### src/hdl/utf8d_pkg.sv
`timescale 1ns / 1ps
// ----------------------------------------------------------------------------
// utf8d_pkg
// Types and constants shared by the UTF-8 to code point decoder modules.
// ----------------------------------------------------------------------------
package utf8d_pkg;

  localparam int unsigned BYTE_W   = 8;
  localparam int unsigned CP_W     = 21;
  localparam int unsigned STATUS_W = 2;
  localparam int unsigned LEFT_W   = 2;
  localparam int unsigned OUT_W    = 32;

  localparam logic [BYTE_W-1:0] TOP2_MASK  = 8'b1100_0000;
  localparam logic [BYTE_W-1:0] TRAIL_TAG  = 8'b1000_0000;
  localparam logic [BYTE_W-1:0] SIX_BITS   = 8'b0011_1111;
  localparam logic [BYTE_W-1:0] FIVE_BITS  = 8'b0001_1111;
  localparam logic [BYTE_W-1:0] FOUR_BITS  = 8'b0000_1111;
  localparam logic [BYTE_W-1:0] THREE_BITS = 8'b0000_0111;

  localparam logic [STATUS_W-1:0] ST_OK         = 2'd0;
  localparam logic [STATUS_W-1:0] ST_BAD_LEAD   = 2'd1;
  localparam logic [STATUS_W-1:0] ST_BAD_TRAIL  = 2'd2;

  typedef struct packed {
    logic [LEFT_W-1:0] trail_left;
    logic [CP_W-1:0]   partial_code;
  } dec_state_t;

  typedef struct packed {
    logic                valid;
    logic [CP_W-1:0]     code_point;
    logic [STATUS_W-1:0] status;
    logic [BYTE_W-1:0]   error_byte;
  } dec_result_t;

endpackage

### src/hdl/utf8d_step.sv
`timescale 1ns / 1ps
// ----------------------------------------------------------------------------
// utf8d_step
// Decode of one byte against the current sequence state: next state and
// the result the byte produces, if any.
// ----------------------------------------------------------------------------
module utf8d_step (
  input  logic [utf8d_pkg::BYTE_W-1:0] in_byte,
  input  utf8d_pkg::dec_state_t        state,
  output utf8d_pkg::dec_state_t        state_next,
  output utf8d_pkg::dec_result_t       result
);

  logic [utf8d_pkg::CP_W-1:0]   shifted;
  logic [utf8d_pkg::LEFT_W-1:0] left_dec;

  assign shifted  = {state.partial_code[utf8d_pkg::CP_W-7:0],
                     in_byte[5:0] & utf8d_pkg::SIX_BITS[5:0]};
  assign left_dec = state.trail_left - utf8d_pkg::LEFT_W'(1);

  always_comb begin
    state_next        = state;
    result.valid      = 1'b0;
    result.code_point = '0;
    result.status     = utf8d_pkg::ST_OK;
    result.error_byte = '0;
    if (state.trail_left == '0) begin
      if (in_byte[7] == 1'b0) begin
        result.valid      = 1'b1;
        result.code_point = utf8d_pkg::CP_W'(in_byte);
      end else if (in_byte[7:5] == 3'b110) begin
        state_next.partial_code = utf8d_pkg::CP_W'(in_byte & utf8d_pkg::FIVE_BITS);
        state_next.trail_left   = 2'd1;
      end else if (in_byte[7:4] == 4'b1110) begin
        state_next.partial_code = utf8d_pkg::CP_W'(in_byte & utf8d_pkg::FOUR_BITS);
        state_next.trail_left   = 2'd2;
      end else if (in_byte[7:3] == 5'b11110) begin
        state_next.partial_code = utf8d_pkg::CP_W'(in_byte & utf8d_pkg::THREE_BITS);
        state_next.trail_left   = 2'd3;
      end else begin
        // stray continuation or F8..FF
        result.valid      = 1'b1;
        result.status     = utf8d_pkg::ST_BAD_LEAD;
        result.error_byte = in_byte;
      end
    end else if ((in_byte & utf8d_pkg::TOP2_MASK) != utf8d_pkg::TRAIL_TAG) begin
      state_next.trail_left   = '0;
      state_next.partial_code = '0;
      result.valid            = 1'b1;
      result.status           = utf8d_pkg::ST_BAD_TRAIL;
      result.error_byte       = in_byte;
    end else if (left_dec == '0) begin
      state_next.trail_left   = '0;
      state_next.partial_code = '0;
      result.valid            = 1'b1;
      result.code_point       = shifted;
    end else begin
      state_next.trail_left   = left_dec;
      state_next.partial_code = shifted;
    end
  end

endmodule

### src/hdl/utf8d_out_reg.sv
`timescale 1ns / 1ps
// ----------------------------------------------------------------------------
// utf8d_out_reg
// Result register on the master side; takes a new result whenever it is
// empty or its current result is being taken.
// ----------------------------------------------------------------------------
module utf8d_out_reg (
  input  logic                          clk,
  input  logic                          rst,
  input  logic                          load,
  input  utf8d_pkg::dec_result_t        result,
  output logic                          room,
  output logic                          m_tvalid,
  input  logic                          m_tready,
  output logic [utf8d_pkg::OUT_W-1:0]   m_tdata  // code_point, status, error_byte, pad
);

  logic                          out_valid;
  logic                          out_valid_next;
  logic [utf8d_pkg::CP_W-1:0]    code_point;
  logic [utf8d_pkg::STATUS_W-1:0] status;
  logic [utf8d_pkg::BYTE_W-1:0]  error_byte;

  assign room = !out_valid || m_tready;

  always_comb begin
    out_valid_next = out_valid;
    if (room) begin
      out_valid_next = load && result.valid;
    end
  end

  always_ff @(posedge clk) begin
    if (rst) begin
      out_valid <= 1'b0;
    end else begin
      out_valid <= out_valid_next;
    end
  end

  always_ff @(posedge clk) begin
    if (room && load && result.valid) begin
      code_point <= result.code_point;
      status     <= result.status;
      error_byte <= result.error_byte;
    end
  end

  assign m_tvalid = out_valid;
  assign m_tdata  = {1'b0, error_byte, status, code_point};

endmodule

### src/hdl/utf8_to_code_point_decoder_unit.sv
`timescale 1ns / 1ps
// ----------------------------------------------------------------------------
// utf8_to_code_point_decoder_unit
// Datapath: an accepted byte is held in the input register and decoded
// combinationally; its result is held in the result register, which drives m_tdata.
// Throughput: one byte per cycle; input register and result register both
// advance every cycle while the master side takes results.
// Reset (rst, synchronous): empties both registers, expects a lead byte.
// ----------------------------------------------------------------------------
module utf8_to_code_point_decoder_unit (
  input  logic        clk,
  input  logic        rst,
  input  logic        s_tvalid,
  output logic        s_tready,
  input  logic [7:0]  s_tdata,   // in_byte
  output logic        m_tvalid,
  input  logic        m_tready,
  output logic [31:0] m_tdata    // code_point[20:0], status[22:21], error_byte[30:23], pad
);

  logic                           in_valid;
  logic [utf8d_pkg::BYTE_W-1:0]   in_byte;
  logic                           consume;
  logic                           room;
  utf8d_pkg::dec_state_t          state;
  utf8d_pkg::dec_state_t          state_next;
  utf8d_pkg::dec_result_t         result;

  // byte leaves the input register when it yields no result or the
  // result register can take it
  assign consume  = in_valid && (!result.valid || room);
  assign s_tready = !in_valid || consume;

  always_ff @(posedge clk) begin
    if (rst) begin
      in_valid <= 1'b0;
    end else if (s_tready) begin
      in_valid <= s_tvalid;
    end
  end

  always_ff @(posedge clk) begin
    if (s_tvalid && s_tready) begin
      in_byte <= s_tdata;
    end
  end

  always_ff @(posedge clk) begin
    if (rst) begin
      state <= '0;
    end else if (consume) begin
      state <= state_next;
    end
  end

  utf8d_step u_step (
    .in_byte    (in_byte),
    .state      (state),
    .state_next (state_next),
    .result     (result)
  );

  utf8d_out_reg u_out (
    .clk      (clk),
    .rst      (rst),
    .load     (consume),
    .result   (result),
    .room     (room),
    .m_tvalid (m_tvalid),
    .m_tready (m_tready),
    .m_tdata  (m_tdata)
  );

endmodule

### config.mk
export PLATFORM = sky130hd
export DESIGN_NAME = utf8_to_code_point_decoder_unit
export DESIGN_NICKNAME = d
export VERILOG_FILES = /design/src/hdl/utf8d_pkg.sv /design/src/hdl/utf8d_step.sv /design/src/hdl/utf8d_out_reg.sv /design/src/hdl/utf8_to_code_point_decoder_unit.sv
export SDC_FILE = /design/constraint.sdc
export NUM_CORES = 1
export LEC_CHECK = 0
export ABC_AREA = 0
export BUFFER_PORTS_ARGS = -buffer_cell sky130_fd_sc_hd__buf_2
export CAP_MARGIN = 40
export CORE_MARGIN = 2
export CORE_UTILIZATION = 50
export CTS_CLUSTER_SIZE = 12
export DETAILED_ROUTE_END_ITERATION = 6
export PLACE_DENSITY = 0.75
export SYNTH_ARGS = -nofsm -noshare
export SYNTH_HDL_FRONTEND = slang
export SYNTH_SLANG_ARGS = --single-unit
### constraint.sdc
create_clock -name clk -period 3.6 [get_ports clk]
set_input_delay 1.08 -clock clk [delete_from_list [all_inputs] [get_ports clk]]
set_output_delay 1.08 -clock clk [all_outputs]
set_load 0.01 [all_outputs]
* Yosys cells after proc, flatten, opt, wreduce, memory -nomap -nowiden
Index checks and enable logic that the tools add are counted.
** Storage, ports and cells
- Register bits after elaboration :: 58
- Latch bits :: 0
- Bits in writable memories :: 0
- Bits in read-only memories :: 0
- Input bits :: 12
- Output and inout bits :: 34
- Word-level logic and storage cells :: 50
- Memories :: 0
** Cells by class
- $add $sub $neg :: 1
- $mul :: 0
- Div/mod/pow operators :: 0
- Magnitude comparators :: 0
- Eq/ne operators :: 6
- Shifts and indexed selects :: 0
- Mux-type cells :: 21
- Bitwise operators :: 0
- Reductions and logical operators :: 14
** Operator list (count)
- two-way mux 23 bit :: 7
- two-way mux 10 bit :: 4
- two-way mux 32 bit :: 1
- two-way mux 22 bit :: 1
- two-way mux 21 bit :: 1
- two-way mux 9 bit :: 1
- two-way mux 7 bit :: 1
- equality test 5 bit (second input constant) :: 1
- logical AND 1 bit :: 5
- two-way mux 1 bit :: 5
- equality test 4 bit (second input constant) :: 1
- zero test 2 bit :: 2
- != test 2 bit (second input constant) :: 2
- != test 4 bit (second input constant) :: 1
- equality test 3 bit (second input constant) :: 1
- zero test 1 bit :: 3
- logical OR 1 bit :: 3
- AND reduction 3 bit :: 1
- subtractor 2 x 1 -> 2 bit (second input constant) :: 1

* Depth between registers and ports, before layout
Gate-level depths: netlist of the first run.
- Word-level depth :: 11
- Mapped depth :: 7
- Mapped depth without buffers :: 6

* Hierarchy
A second synthesis of the first run with hierarchy kept.
** Unflattened totals
- Cell total of the unflattened synthesis :: 265
- Area, all modules :: 3078.0 sq um
** Modules (own cells, without submodules)
- utf8_to_code_point_decoder_unit :: instances 1, cells each 115, area an instance 1345.0 sq um, sequential area each 720.7 sq um
- utf8d_out_reg :: instances 1, cells each 38, area an instance 1004.7 sq um, sequential area each 950.9 sq um
- utf8d_step :: instances 1, cells each 112, area an instance 728.2 sq um, sequential area each 0.0 sq um

* Worst setup path after synthesis of the first run
Ideal clock, no wire load.
- Kind :: register to register
- Start :: register state[21] (netlist name)
- End :: register u_out.code_point[0] in the netlist's numbering, enable pin
- Library setup time :: 419 ps
- Arrival time :: 2458 ps
- Required time :: 3181 ps
- Slack :: 723 ps
- Cell stages (with the launch flop) :: 7
- Buffers on the path :: 1
- Clock period less this slack :: 2877 ps
- Cells stage by stage :: dfxtp_1 -> inv_1 -> ha_1 -> buf_2 -> nor2_1 -> o21ai_0 -> nor2_1
** On the way
- Cells in the longest elaborated chain, start to end :: 10
- Elaborated cells on any way between the ends :: 11
- Classes of those cells :: 1 x add/sub; 3 x mux; 7 x reduce/logical
** Ends and longest elaborated chain
- subtractor 2 x 1 -> 2 bit :: RTL line utf8d_step.sv:19 : assign left_dec = state.trail_left - utf8d_pkg::LEFT_W'(1);
- zero test 2 bit :: RTL line utf8d_step.sv:52 : end else if (left_dec == '0) begin
- two-way mux 22 bit :: RTL line utf8d_step.sv:52
- two-way mux 1 bit :: RTL line utf8d_step.sv:46 : end else if ((in_byte & utf8d_pkg::TOP2_MASK) != utf8d_pkg::TRAIL_TAG) begin
- two-way mux 32 bit * :: RTL line utf8d_step.sv:27 : if (state.trail_left == '0) begin
- zero test 1 bit :: RTL line utf8_to_code_point_decoder_unit.sv:31 : assign consume = in_valid && (!result.valid || room);
- logical OR 1 bit :: RTL line utf8_to_code_point_decoder_unit.sv:31
- logical AND 1 bit :: RTL line utf8_to_code_point_decoder_unit.sv:31
- logical AND 1 bit :: RTL line utf8d_out_reg.sv:42 : if (room && load && result.valid) begin
- logical AND 1 bit * :: RTL line utf8d_out_reg.sv:42
- end signal, assigned :: RTL line utf8d_out_reg.sv:43 : code_point <= result.code_point;
- end, declared :: RTL line utf8d_out_reg.sv:20 : logic [utf8d_pkg::CP_W-1:0] code_point;
Mark *: on every way between the ends. The rest lies on a longest branch, timed or not.
A chain may end at the register's enable or synchronous reset.

* Worst setup path after layout of the first run
- Start :: register state[21] (netlist name)
- End :: output s_tready
** On the way
- Cells in the longest elaborated chain, start to end :: 9
- Elaborated cells on any way between the ends :: 10
- Classes of those cells :: 1 x add/sub; 3 x mux; 6 x reduce/logical
** Ends and longest elaborated chain
- subtractor 2 x 1 -> 2 bit :: RTL line utf8d_step.sv:19
- zero test 2 bit :: RTL line utf8d_step.sv:52
- two-way mux 22 bit :: RTL line utf8d_step.sv:52
- two-way mux 1 bit :: RTL line utf8d_step.sv:46
- two-way mux 32 bit * :: RTL line utf8d_step.sv:27
- zero test 1 bit * :: RTL line utf8_to_code_point_decoder_unit.sv:31
- logical OR 1 bit * :: RTL line utf8_to_code_point_decoder_unit.sv:31
- logical AND 1 bit * :: RTL line utf8_to_code_point_decoder_unit.sv:31
- logical OR 1 bit * :: RTL line utf8_to_code_point_decoder_unit.sv:32 : assign s_tready = !in_valid || consume;
- end, declared :: RTL line utf8_to_code_point_decoder_unit.sv:14 : output logic s_tready,
Marks and branches as above.

==> flow_results.xml, run 1 <==
<?xml version="1.0" encoding="UTF-8"?>
<metrics>
  <group name="route">
    <metric name="route.detailed.drc" unit="">0</metric>
    <metric name="routed_vias" unit="">1554</metric>
    <metric name="detail_route.wl_per_cell" unit="µm">13.1</metric>
    <metric name="finalWirelength" unit="µm">4100</metric>
    <metric name="drtPass1Iterations" unit="">4</metric>
    <metric name="viasPerCell" unit="">4.95</metric>
    <metric name="dr.first_iter.drc_count" unit="">92</metric>
    <metric name="drt.antenna.violating_nets" unit="">0</metric>
  </group>
  <group name="clocking">
    <metric name="cts.clk_slew.worst_paths" unit="ns">0.06</metric>
    <metric name="tritoncts" unit="">done</metric>
    <metric name="cts_hold_repair.buffers" unit="">0</metric>
    <metric name="cts_root_buf" unit="">sky130_fd_sc_hd__clkbuf_8</metric>
    <metric name="clock_path_buffers" unit="">2</metric>
    <metric name="cts_resized" unit="">0</metric>
    <metric name="cts_made_buffers" unit="">9</metric>
    <metric name="worstSkewPairLatency" unit="ns">0.33</metric>
    <metric name="htree_num_levels" unit="">3</metric>
    <metric name="post_cts_buffers" unit="">0</metric>
    <metric name="clock-sinks" unit="">58</metric>
  </group>
  <group name="logic_synthesis">
    <metric name="synth_cell_type_count" unit="">35</metric>
    <metric name="syn_area_per_cell" unit="µm²">12.6</metric>
    <metric name="syn_nets" unit="">209</metric>
    <metric name="synthCells" unit="">195</metric>
    <metric name="ys_seq_elements" unit="">58</metric>
    <metric name="synth-warning-count" unit="">0</metric>
    <metric name="synth_seq_area_share" unit="">0.632</metric>
    <metric name="syn_area" unit="µm²">2450</metric>
  </group>
  <group name="global_routing">
    <metric name="grt_pass1_vias" unit="">1453</metric>
    <metric name="antenna_violations_before_repair" unit="">0</metric>
    <metric name="grt_first_pass_wirelength" unit="µm">6620</metric>
    <metric name="global_route.usage.total" unit="">0.168</metric>
    <metric name="grt_start_max_net_pins" unit="">32</metric>
    <metric name="grt-ovfl-total" unit="">0</metric>
  </group>
  <group name="critical_path">
    <metric name="crit-reg2reg-launch" unit="">state[21]</metric>
    <metric name="worst-r2r-cell-count" unit="">6</metric>
    <metric name="worst_path_max_delay_cell" unit="">sky130_fd_sc_hd__ha_1</metric>
    <metric name="crit_arrival" unit="ns">2.04</metric>
    <metric name="timing.critical_path.required" unit="ns">2.52</metric>
    <metric name="cp_top_family" unit="">adder cells</metric>
    <metric name="crit_fanout" unit="">20</metric>
    <metric name="timing.critical_path.cells" unit="">inv_1 -&gt; ha_1 -&gt; nor2_1 -&gt; o211ai_1 -&gt; buf_2</metric>
    <metric name="crit_buf_inv" unit="">2</metric>
    <metric name="cp-endpoint" unit="">s_tready</metric>
    <metric name="critPathLaunchType" unit="">flop</metric>
    <metric name="r2r_setup_slack" unit="ns">1.29</metric>
    <metric name="path_class" unit="">reg2out</metric>
    <metric name="endpoint_kind" unit="">output pin</metric>
    <metric name="r2r-end" unit="">u_out.error_byte[2]</metric>
    <metric name="critical_path.startpoint" unit="">state[21]</metric>
    <metric name="crit_path_max_incr_delay" unit="ns">0.63</metric>
    <metric name="cp_num_cells" unit="">5</metric>
  </group>
  <group name="die">
    <metric name="starting_density_of_the_core" unit="">0.520</metric>
    <metric name="dieHeight" unit="µm">74.1</metric>
    <metric name="top_level_ports" unit="">46</metric>
    <metric name="die_area" unit="µm²">5490</metric>
    <metric name="floorplan.rows" unit="">25</metric>
    <metric name="die_width" unit="µm">74.1</metric>
    <metric name="placeableCoreArea" unit="µm²">4720</metric>
  </group>
  <group name="place">
    <metric name="gp_routability_congestion" unit="">0.817</metric>
    <metric name="detailed_place.area" unit="µm²">2710</metric>
    <metric name="io_buffers" unit="">44</metric>
    <metric name="dp_hpwl" unit="µm">2780</metric>
  </group>
  <group name="power_and_ir_drop">
    <metric name="clkPwrFrac" unit="">0.398</metric>
    <metric name="cellLeakagePower" unit="nW">1.15</metric>
    <metric name="power.density" unit="nW/µm²">509</metric>
    <metric name="total_switching_power" unit="W">0.000331</metric>
    <metric name="p_comb_frac" unit="">0.087</metric>
    <metric name="seqPwrFrac" unit="">0.515</metric>
    <metric name="p_int" unit="W">0.00115</metric>
    <metric name="power.share.switching" unit="">0.223</metric>
    <metric name="vdd.ir_drop.worst" unit="V">0.000276</metric>
  </group>
  <group name="final_layout">
    <metric name="layout-area-overhead-vs-synth" unit="%">18.6</metric>
    <metric name="layout.cells.most_common" unit="">sky130_fd_sc_hd__buf_2</metric>
    <metric name="most-common-layout-cells" unit="">sky130_fd_sc_hd__buf_2, sky130_fd_sc_hd__edfxtp_1, sky130_fd_sc_hd__and2_1, sky130_fd_sc_hd__dfxtp_1, sky130_fd_sc_hd__nand2_1</metric>
    <metric name="final_net_count" unit="">256</metric>
    <metric name="post_route_cells_drive_above_1_share" unit="">0.271</metric>
    <metric name="antenna_cells_inserted" unit="">0</metric>
    <metric name="final_area" unit="µm²">2910</metric>
  </group>
  <group name="timing">
    <metric name="rsz_0062_raised_after_global_routing" unit="">no</metric>
    <metric name="worst_hold_slack" unit="ns">0.469</metric>
    <metric name="final.setup_skew" unit="ns">0.00771</metric>
    <metric name="maxSlewHeadroom" unit="">0.520</metric>
    <metric name="max_slew.worst_pin.slew" unit="ns">0.720</metric>
    <metric name="final_min_period_over_clock_period" unit="">0.866</metric>
    <metric name="timing.final.hold_violations" unit="">0</metric>
    <metric name="drv_slew" unit="">0</metric>
    <metric name="min_period" unit="ns">3.12</metric>
    <metric name="timing.fmax" unit="MHz">321</metric>
    <metric name="fin_setup_tns" unit="ns">0</metric>
    <metric name="setup_violations" unit="">0</metric>
  </group>
  <group name="run_status">
    <metric name="outcome" unit="">finished clean</metric>
  </group>
  <group name="worst_hold_path">
    <metric name="hold_path.class" unit="">reg2reg</metric>
  </group>
  <group name="job">
    <metric name="drv.max_cap_violation_count" unit="">0</metric>
  </group>
</metrics>
[logic make-up after synthesis]
family                     Yosys count  synth area share
and+or+nand+nor                     75             0.183
DFF                                 58             0.632
buffers and inverters               17            0.0362
other                                1           0.00153
AOI/OAI and AO/OA                   31            0.0923
muxes                               11            0.0449
adders and majority gates            2            0.0102
[sequential cells by signal (all words and copies together), names as in the netlist]
signal and count:
u_out.error_byte 8, u_out.code_point 21, u_out.status 2, in_byte 8
u_out.m_tvalid 1, in_valid 1, state 17
[area by class of cell]
class,count,area (µm²)
Sequential cell,58,1550
Clock buffer,13,159
Fill cell,390,1810
Tap cell,67,83.8
Multi-Input combinational cell,120,817
Timing Repair Buffer,46,235
Clock inverter,3,38.8
Inverter,7,26.3
[per-stage QoR]
step | util | cells | worst slack (ns) | total power, W
after global routing | 0.616 | 314 | 0.267 | 0.00154
after floorplan | - | 195 | 0.723 | 0.000866
after global placement | 0.575 | 298 | 0.870 | 0.000902
after CTS | 0.616 | 314 | 0.460 | 0.00150
final | 0.616 | 314 | 0.484 | 0.00148
after detailed placement | 0.575 | 298 | 0.829 | 0.000907
[layer usage]
metal / GRT usage / vias up / wire length, µm
li1: - / 778 / -
met1: 0.206 / 716 / 1830
met2: 0.260 / 53 / 1970
met3: 0.0610 / 7 / 246
met4: 0.0909 / 0 / 57
met5: 0 / - / 0
[worst min-delay path: stages, from the launching register on]
cell	delay [ns]
sky130_fd_sc_hd__dfxtp_1	0.32
sky130_fd_sc_hd__nand2_1	0.05
sky130_fd_sc_hd__mux2i_1	0.05
[power groups by stage]
| stage | Clock, W | Combinational, W | Sequential (W) |
|---|---|---|---|
| after floorplan | 0 | 0.0000815 | 0.000784 |
| after global placement | 0 | 0.000126 | 0.000776 |
| after detailed placement | 0 | 0.000130 | 0.000777 |
| after CTS | 0.000604 | 0.000130 | 0.000762 |
| after global routing | 0.000634 | 0.000142 | 0.000766 |
| final | 0.000589 | 0.000129 | 0.000762 |
[worst min-delay path by stage]
stage	start	endpoint	slack, ns	cells past startpoint
finish	state[4]	state[10]	0.47	2
detailed placement	state[9]	state[9]	0.46	2
CTS	state[9]	state[9]	0.48	2
floorplan	state[4]	state[10]	0.44	2
global route	state[10]	state[10]	0.49	2
global placement	state[13]	state[13]	0.46	2
[Yosys cell counts, drive strengths merged]
cell type / number / area, µm²
o21a: 2 / 15.0
a32o: 2 / 20.0
a211o: 1 / 8.76
inv: 7 / 26.3
nor2: 8 / 30.0
and3: 1 / 6.26
edfxtp: 39 / 1170
o21ai: 7 / 35.0
ha: 2 / 25.0
nor3b: 3 / 27.5
o41ai: 1 / 16.3
nand3b: 1 / 7.51
dfxtp: 19 / 380
a211oi: 1 / 20.0
buf: 5 / 42.5
and4: 1 / 8.76
a22o: 4 / 35.0
or3: 1 / 6.26
o211ai: 1 / 7.51
mux2i: 11 / 110
nand2: 18 / 70.1
and2: 19 / 119
nor2b: 7 / 43.8
a21oi: 11 / 58.8
clkbuf: 5 / 20.0
nor4: 2 / 42.5
nand2b: 14 / 87.6
a221o: 1 / 10.0
conb: 1 / 3.75
(Power assumes the default switching activity.)
==> run 2, diff against run 1 <==
--- a/config.mk
+++ b/config.mk
@@ -12,6 +12,7 @@
 export CORE_UTILIZATION = 50
 export CTS_CLUSTER_SIZE = 12
 export DETAILED_ROUTE_END_ITERATION = 6
+export GPL_TIMING_DRIVEN = 0
 export PLACE_DENSITY = 0.75
 export SYNTH_ARGS = -nofsm -noshare
 export SYNTH_HDL_FRONTEND = slang
==> run 2 against run 1 <==
Power down 7.8%; final cell count grew 2.2%; critical path depth up 1; non-clock buffer count increased by 7; first-iteration DRC count down 17%; clock skew fell by 0.0022 ns; fmax is 7.6% higher; die area did not move; register-to-register slack worse by 0.11 ns; critical endpoint unchanged; largest cell class unchanged; largest power group unchanged.
==> flow_results.xml, run 2 (same netlist as run 1, synthesis figures left out) <==
<?xml version="1.0" encoding="UTF-8"?>
<metrics>
  <group name="timing">
    <metric name="setup_slack" unit="ns">0.705</metric>
    <metric name="max_slew.worst_pin.slew" unit="ns">0.854</metric>
    <metric name="fin_setup_tns" unit="ns">0</metric>
    <metric name="rsz_0062_raised_after_global_routing" unit="">no</metric>
    <metric name="final.setup_skew" unit="ns">0.00553</metric>
    <metric name="timing.fmax" unit="MHz">345</metric>
    <metric name="drv_slew" unit="">0</metric>
    <metric name="timing.final.hold_violations" unit="">0</metric>
    <metric name="maxSlewHeadroom" unit="">0.429</metric>
    <metric name="min_period" unit="ns">2.90</metric>
    <metric name="final_min_period_over_clock_period" unit="">0.804</metric>
    <metric name="setup_violations" unit="">0</metric>
  </group>
  <group name="critical_path">
    <metric name="r2r_setup_slack" unit="ns">1.18</metric>
    <metric name="timing.critical_path.required" unit="ns">2.52</metric>
    <metric name="crit_fanout" unit="">3</metric>
    <metric name="crit-reg2reg-launch" unit="">state[21]</metric>
    <metric name="critPathLaunchType" unit="">flop</metric>
    <metric name="endpoint_kind" unit="">output pin</metric>
    <metric name="r2r-end" unit="">u_out.error_byte[2]</metric>
    <metric name="worst_path_max_delay_cell" unit="">sky130_fd_sc_hd__dfxtp_1</metric>
    <metric name="crit_path_max_incr_delay" unit="ns">0.33</metric>
    <metric name="crit_arrival" unit="ns">1.82</metric>
    <metric name="worst-r2r-cell-count" unit="">6</metric>
    <metric name="timing.critical_path.cells" unit="">inv_1 -&gt; ha_1 -&gt; nor3b_1 -&gt; nor2_1 -&gt; o211ai_1 -&gt; buf_2</metric>
    <metric name="path_class" unit="">reg2out</metric>
  </group>
  <group name="clocking">
    <metric name="post_cts_buffers" unit="">0</metric>
    <metric name="cts_resized" unit="">0</metric>
    <metric name="cts_hold_repair.buffers" unit="">0</metric>
    <metric name="worstSkewPairLatency" unit="ns">0.33</metric>
    <metric name="cts_root_buf" unit="">sky130_fd_sc_hd__clkbuf_8</metric>
    <metric name="cts.clk_slew.worst_paths" unit="ns">0.06</metric>
    <metric name="tritoncts" unit="">done</metric>
    <metric name="htree_num_levels" unit="">3</metric>
    <metric name="clock_path_buffers" unit="">2</metric>
    <metric name="cts_made_buffers" unit="">9</metric>
    <metric name="clock-sinks" unit="">58</metric>
  </group>
  <group name="worst_hold_path">
    <metric name="hold_depth" unit="">2</metric>
    <metric name="holdCritStartpoint" unit="">state[8]</metric>
    <metric name="hold_path.class" unit="">reg2reg</metric>
    <metric name="hold_end" unit="">state[14]</metric>
  </group>
  <group name="power_and_ir_drop">
    <metric name="cellLeakagePower" unit="nW">1.15</metric>
    <metric name="vdd.ir_drop.worst" unit="V">0.000315</metric>
    <metric name="p_total" unit="W">0.00137</metric>
    <metric name="power.density" unit="nW/µm²">468</metric>
  </group>
  <group name="global_routing">
    <metric name="grt_first_pass_wirelength" unit="µm">6730</metric>
    <metric name="grt_start_max_net_pins" unit="">32</metric>
    <metric name="grt-ovfl-total" unit="">0</metric>
    <metric name="antenna_violations_before_repair" unit="">0</metric>
    <metric name="grt_pass1_vias" unit="">1470</metric>
    <metric name="global_route.usage.total" unit="">0.171</metric>
  </group>
  <group name="final_layout">
    <metric name="biggestRegsByFlops" unit="">u_out.code_point (21), state (17)</metric>
    <metric name="layout-area-overhead-vs-synth" unit="%">18.8</metric>
    <metric name="post_layout_nonfiller_instances" unit="">321</metric>
    <metric name="layout.cells.most_common" unit="">sky130_fd_sc_hd__buf_2</metric>
    <metric name="finalCoreUtilization" unit="">0.617</metric>
    <metric name="most-common-layout-cells" unit="">sky130_fd_sc_hd__buf_2, sky130_fd_sc_hd__edfxtp_1, sky130_fd_sc_hd__and2_1, sky130_fd_sc_hd__dfxtp_1, sky130_fd_sc_hd__nand2_1</metric>
    <metric name="antenna_cells_inserted" unit="">0</metric>
    <metric name="post_route_cells_drive_above_1_share" unit="">0.272</metric>
    <metric name="final_net_count" unit="">263</metric>
    <metric name="top_register" unit="">u_out.code_point</metric>
    <metric name="largest_register_ffs" unit="">21</metric>
  </group>
  <group name="route">
    <metric name="routed_vias" unit="">1576</metric>
    <metric name="detail_route.wl_per_cell" unit="µm">12.7</metric>
    <metric name="route.detailed.drc" unit="">0</metric>
    <metric name="drtPass1Iterations" unit="">4</metric>
    <metric name="drt.antenna.violating_nets" unit="">0</metric>
    <metric name="viasPerCell" unit="">4.91</metric>
    <metric name="dr.first_iter.drc_count" unit="">76</metric>
    <metric name="finalWirelength" unit="µm">4090</metric>
  </group>
  <group name="run_status">
    <metric name="outcome" unit="">finished clean</metric>
  </group>
  <group name="die">
    <metric name="die_width" unit="µm">74.1</metric>
    <metric name="dieHeight" unit="µm">74.1</metric>
    <metric name="floorplan.rows" unit="">25</metric>
    <metric name="die_area" unit="µm²">5490</metric>
    <metric name="starting_density_of_the_core" unit="">0.520</metric>
    <metric name="placeableCoreArea" unit="µm²">4720</metric>
    <metric name="top_level_ports" unit="">46</metric>
  </group>
  <group name="place">
    <metric name="dp_hpwl" unit="µm">2790</metric>
    <metric name="gp_routability_congestion" unit="">0.828</metric>
    <metric name="placed_cells_incl_taps" unit="">305</metric>
    <metric name="post-place-ws" unit="ns">0.763</metric>
    <metric name="io_buffers" unit="">43</metric>
  </group>
  <group name="job">
    <metric name="drv.max_cap_violation_count" unit="">0</metric>
  </group>
</metrics>
==> run 2: worst max-delay path by stage <==
stage,startpoint,endpoint,slack [ns],cells past startpoint
finish,state[22],s_tready,0.70,6
global route,state[22],s_tready,0.53,6
CTS,state[22],s_tready,0.67,6
detailed placement,m_tready,s_tready,0.76,4
global placement,state[21],u_out.code_point[14],0.10,6
floorplan,state[21],u_out.code_point[0],0.72,6
==> run 2: through the flow <==
| step | cell area (µm²) | hold WS [ns] |
|---|---|---|
| final | 2920 | 0.466 |
| after global routing | 2920 | 0.498 |
| after CTS | 2920 | 0.470 |
| after detailed placement | 2760 | 0.464 |
| after global placement | 2750 | 0.459 |
| after floorplan | 2450 | 0.443 |
==> run 2: area by class of cell <==
cell class | count | area (µm²)
Fill cell | 389 | 1810
Sequential cell | 58 | 1550
Multi-Input combinational cell | 120 | 822
Timing Repair Buffer | 43 | 215
Clock buffer | 12 | 135
Tap cell | 67 | 83.8
Buffer | 10 | 62.6
Inverter | 7 | 26.3
Clock inverter | 4 | 18.8
==> run 2: per-layer routing <==
layer	global-route usage	up-vias	part of all wire	wire length, µm
met5	0	-	0	0
met4	0.0848	0	0.015	63
met3	0.0678	6	0.059	242
met2	0.256	47	0.48	1970
met1	0.216	727	0.44	1810
li1	-	796	-	-
==> run 2: power by group <==
group / switching (W) / leakage (nW) / internal, W
clock network: 0.000225 / 0.0816 / 0.000244
logic: 0.0000851 / 0.552 / 0.0000525
registers: 0.0000116 / 0.520 / 0.000748
==> run 2: worst max-delay path, delay by kind of cell (launching register included) <==
family | cells | cell delay [ns]
simple gates | 2 | 0.41
flops | 1 | 0.33
buf+inv | 2 | 0.25
compound gates | 1 | 0.25
fa+ha+maj | 1 | 0.24
==> run 3, diff against run 2 <==
--- a/config.mk
+++ b/config.mk
@@ -9,11 +9,11 @@
 export BUFFER_PORTS_ARGS = -buffer_cell sky130_fd_sc_hd__buf_2
 export CAP_MARGIN = 40
 export CORE_MARGIN = 2
-export CORE_UTILIZATION = 50
+export CORE_UTILIZATION = 49
 export CTS_CLUSTER_SIZE = 12
 export DETAILED_ROUTE_END_ITERATION = 6
 export GPL_TIMING_DRIVEN = 0
-export PLACE_DENSITY = 0.75
+export PLACE_DENSITY = 0.77
 export SYNTH_ARGS = -nofsm -noshare
 export SYNTH_HDL_FRONTEND = slang
 export SYNTH_SLANG_ARGS = --single-unit
==> constraint.sdc (replaced) <==
create_clock -name clk -period 2.5 [get_ports clk]
set_input_delay 0.75 -clock clk [delete_from_list [all_inputs] [get_ports clk]]
set_output_delay 0.75 -clock clk [all_outputs]
set_load 0.01 [all_outputs]
==> run 3 against run 2 <==
Sequential power rose by 44%; combinational power increased by 59%; die area rose by 1.9%; critical endpoint unchanged; highest routed layer unchanged.
==> flow_results.xml, run 3 (same netlist as run 1, synthesis figures left out) <==
<?xml version="1.0" encoding="UTF-8"?>
<metrics>
  <group name="timing">
    <metric name="drv_slew" unit="">0</metric>
    <metric name="timing.final.hold_violations" unit="">0</metric>
    <metric name="timing.fmax" unit="MHz">412</metric>
    <metric name="setup_violations" unit="">0</metric>
    <metric name="final.setup_skew" unit="ns">0.00678</metric>
    <metric name="setup_slack" unit="ns">0.0716</metric>
    <metric name="worst_hold_slack" unit="ns">0.473</metric>
    <metric name="max_slew.worst_pin.slew" unit="ns">0.687</metric>
    <metric name="final_min_period_over_clock_period" unit="">0.971</metric>
    <metric name="maxSlewHeadroom" unit="">0.542</metric>
    <metric name="min_period" unit="ns">2.43</metric>
  </group>
  <group name="final_layout">
    <metric name="post_route_cells_drive_above_1_share" unit="">0.302</metric>
    <metric name="final_area" unit="µm²">2990</metric>
    <metric name="antenna_cells_inserted" unit="">0</metric>
    <metric name="layout-area-overhead-vs-synth" unit="%">22.0</metric>
    <metric name="final_net_count" unit="">267</metric>
    <metric name="most-common-layout-cells" unit="">sky130_fd_sc_hd__buf_2, sky130_fd_sc_hd__edfxtp_1, sky130_fd_sc_hd__and2_1</metric>
    <metric name="layout.cells.most_common" unit="">sky130_fd_sc_hd__buf_2</metric>
    <metric name="post_layout_nonfiller_instances" unit="">325</metric>
    <metric name="largest_register_ffs" unit="">21</metric>
    <metric name="top_register" unit="">u_out.code_point</metric>
    <metric name="biggestRegsByFlops" unit="">u_out.code_point (21), state (17)</metric>
  </group>
  <group name="route">
    <metric name="finalWirelength" unit="µm">4140</metric>
    <metric name="route.detailed.drc" unit="">0</metric>
    <metric name="viasPerCell" unit="">5.02</metric>
    <metric name="drtPass1Iterations" unit="">4</metric>
    <metric name="detail_route.wl_per_cell" unit="µm">12.7</metric>
    <metric name="routed_vias" unit="">1632</metric>
    <metric name="drt.antenna.violating_nets" unit="">0</metric>
    <metric name="dr.first_iter.drc_count" unit="">94</metric>
  </group>
  <group name="power_and_ir_drop">
    <metric name="p_comb_frac" unit="">0.110</metric>
    <metric name="cellLeakagePower" unit="nW">1.18</metric>
    <metric name="p_int" unit="W">0.00152</metric>
    <metric name="power.density" unit="nW/µm²">665</metric>
    <metric name="seqPwrFrac" unit="">0.548</metric>
    <metric name="vdd.ir_drop.worst" unit="V">0.000414</metric>
    <metric name="power.share.switching" unit="">0.238</metric>
    <metric name="total_switching_power" unit="W">0.000474</metric>
    <metric name="p_total" unit="W">0.00199</metric>
    <metric name="clkPwrFrac" unit="">0.342</metric>
  </group>
  <group name="critical_path">
    <metric name="crit_path_max_incr_delay" unit="ns">0.34</metric>
    <metric name="critical_path.startpoint" unit="">state[22]</metric>
    <metric name="crit_fanout" unit="">3</metric>
    <metric name="r2r_setup_slack" unit="ns">0.27</metric>
    <metric name="cp-endpoint" unit="">s_tready</metric>
    <metric name="crit-reg2reg-launch" unit="">state[21]</metric>
    <metric name="path_class" unit="">reg2out</metric>
    <metric name="critPathLaunchType" unit="">flop</metric>
    <metric name="crit_arrival" unit="ns">1.68</metric>
    <metric name="worst-r2r-cell-count" unit="">7</metric>
    <metric name="endpoint_kind" unit="">output pin</metric>
    <metric name="r2r-end" unit="">u_out.code_point[7]</metric>
    <metric name="timing.critical_path.required" unit="ns">1.75</metric>
    <metric name="timing.critical_path.cells" unit="">inv_1 -&gt; ha_4 -&gt; nor3b_4 -&gt; nor2_4 -&gt; o211ai_1 -&gt; buf_2</metric>
    <metric name="worst_path_max_delay_cell" unit="">sky130_fd_sc_hd__dfxtp_1</metric>
  </group>
  <group name="job">
    <metric name="drv.max_cap_violation_count" unit="">0</metric>
  </group>
  <group name="clocking">
    <metric name="cts_root_buf" unit="">sky130_fd_sc_hd__clkbuf_8</metric>
    <metric name="htree_num_levels" unit="">3</metric>
    <metric name="tritoncts" unit="">done</metric>
    <metric name="worstSkewPairLatency" unit="ns">0.33</metric>
    <metric name="clock-sinks" unit="">58</metric>
    <metric name="cts.clk_slew.worst_paths" unit="ns">0.06</metric>
    <metric name="cts_made_buffers" unit="">9</metric>
    <metric name="cts_hold_repair.buffers" unit="">0</metric>
    <metric name="clock_path_buffers" unit="">2</metric>
  </group>
  <group name="global_routing">
    <metric name="grt_pass1_vias" unit="">1452</metric>
    <metric name="grt-ovfl-total" unit="">0</metric>
    <metric name="grt_first_pass_wirelength" unit="µm">6570</metric>
    <metric name="global_route.usage.total" unit="">0.165</metric>
    <metric name="antenna_violations_before_repair" unit="">0</metric>
    <metric name="grt_start_max_net_pins" unit="">21</metric>
  </group>
  <group name="worst_hold_path">
    <metric name="hold_depth" unit="">2</metric>
    <metric name="hold_path.class" unit="">reg2reg</metric>
  </group>
  <group name="die">
    <metric name="top_level_ports" unit="">46</metric>
    <metric name="dieHeight" unit="µm">74.8</metric>
    <metric name="die_width" unit="µm">74.8</metric>
    <metric name="placeableCoreArea" unit="µm²">4790</metric>
    <metric name="die_area" unit="µm²">5590</metric>
    <metric name="starting_density_of_the_core" unit="">0.513</metric>
    <metric name="floorplan.rows" unit="">25</metric>
  </group>
  <group name="run_status">
    <metric name="outcome" unit="">finished clean</metric>
  </group>
  <group name="place">
    <metric name="placed_cells_incl_taps" unit="">306</metric>
    <metric name="io_buffers" unit="">43</metric>
    <metric name="gp_routability_congestion" unit="">0.818</metric>
    <metric name="dp_hpwl" unit="µm">2930</metric>
    <metric name="post-place-ws" unit="ns">0.0841</metric>
    <metric name="detailed_place.area" unit="µm²">2770</metric>
  </group>
</metrics>
## run 3: worst min-delay path by stage
stage | start | to | slack, ns
final | state[14] | state[14] | 0.47
after global routing | state[22] | state[22] | 0.50
after CTS | state[4] | state[10] | 0.48
after detailed placement | state[2] | state[8] | 0.47
after global placement | state[12] | state[12] | 0.46
after floorplan | state[4] | state[10] | 0.44
## run 3: stage by stage
stage / util / TNS (ns)
floorplan: - / 0
global placement: 0.576 / -7.92
detailed placement: 0.579 / 0
CTS: 0.614 / 0
global route: 0.626 / -0.00360
finish: 0.626 / 0
## run 3: final cells by class
type / instances / area (µm²)
Fill cell: 396 / 1790
Sequential cell: 58 / 1550
Multi-Input combinational cell: 120 / 856
Timing Repair Buffer: 47 / 253
Clock buffer: 12 / 135
Tap cell: 67 / 83.8
Buffer: 10 / 68.8
Inverter: 7 / 26.3
Clock inverter: 4 / 18.8
## run 3: repair_timing
| action | CTS | global route |
|---|---|---|
| buffers inserted | 1 | 2 |
| pin swaps | 0 | 2 |
| setup endpoints to repair | 1 | 21 |
| gates resized for setup | 1 | 10 |
## run 3: layer usage
metal  up-vias  track usage  wire length [µm]
met2        54        0.253              2020
met4         0       0.0714                53
met5         -            0                 0
met1       769        0.210              1830
met3         5       0.0643               243
li1        804            -                 -
## run 3: worst max-delay path: cells and delay by family (launching register included)
kind                     cells  cell delay [ns]
adder cells (fa/ha/maj)      1             0.19
AND/OR/NAND/NOR              2             0.32
AO/OA/AOI/OAI                1             0.24
buffers and inverters        2             0.26
flip-flops                   1             0.34
## run 3: power groups by stage
stage                     logic, W  clock network, W  registers, W
after detailed placement  0.000202                 0       0.00111
after global placement    0.000195                 0       0.00111
after CTS                 0.000206          0.000699       0.00109
final                     0.000219          0.000680       0.00109
after floorplan           0.000118                 0       0.00113
after global routing      0.000243          0.000734       0.00109
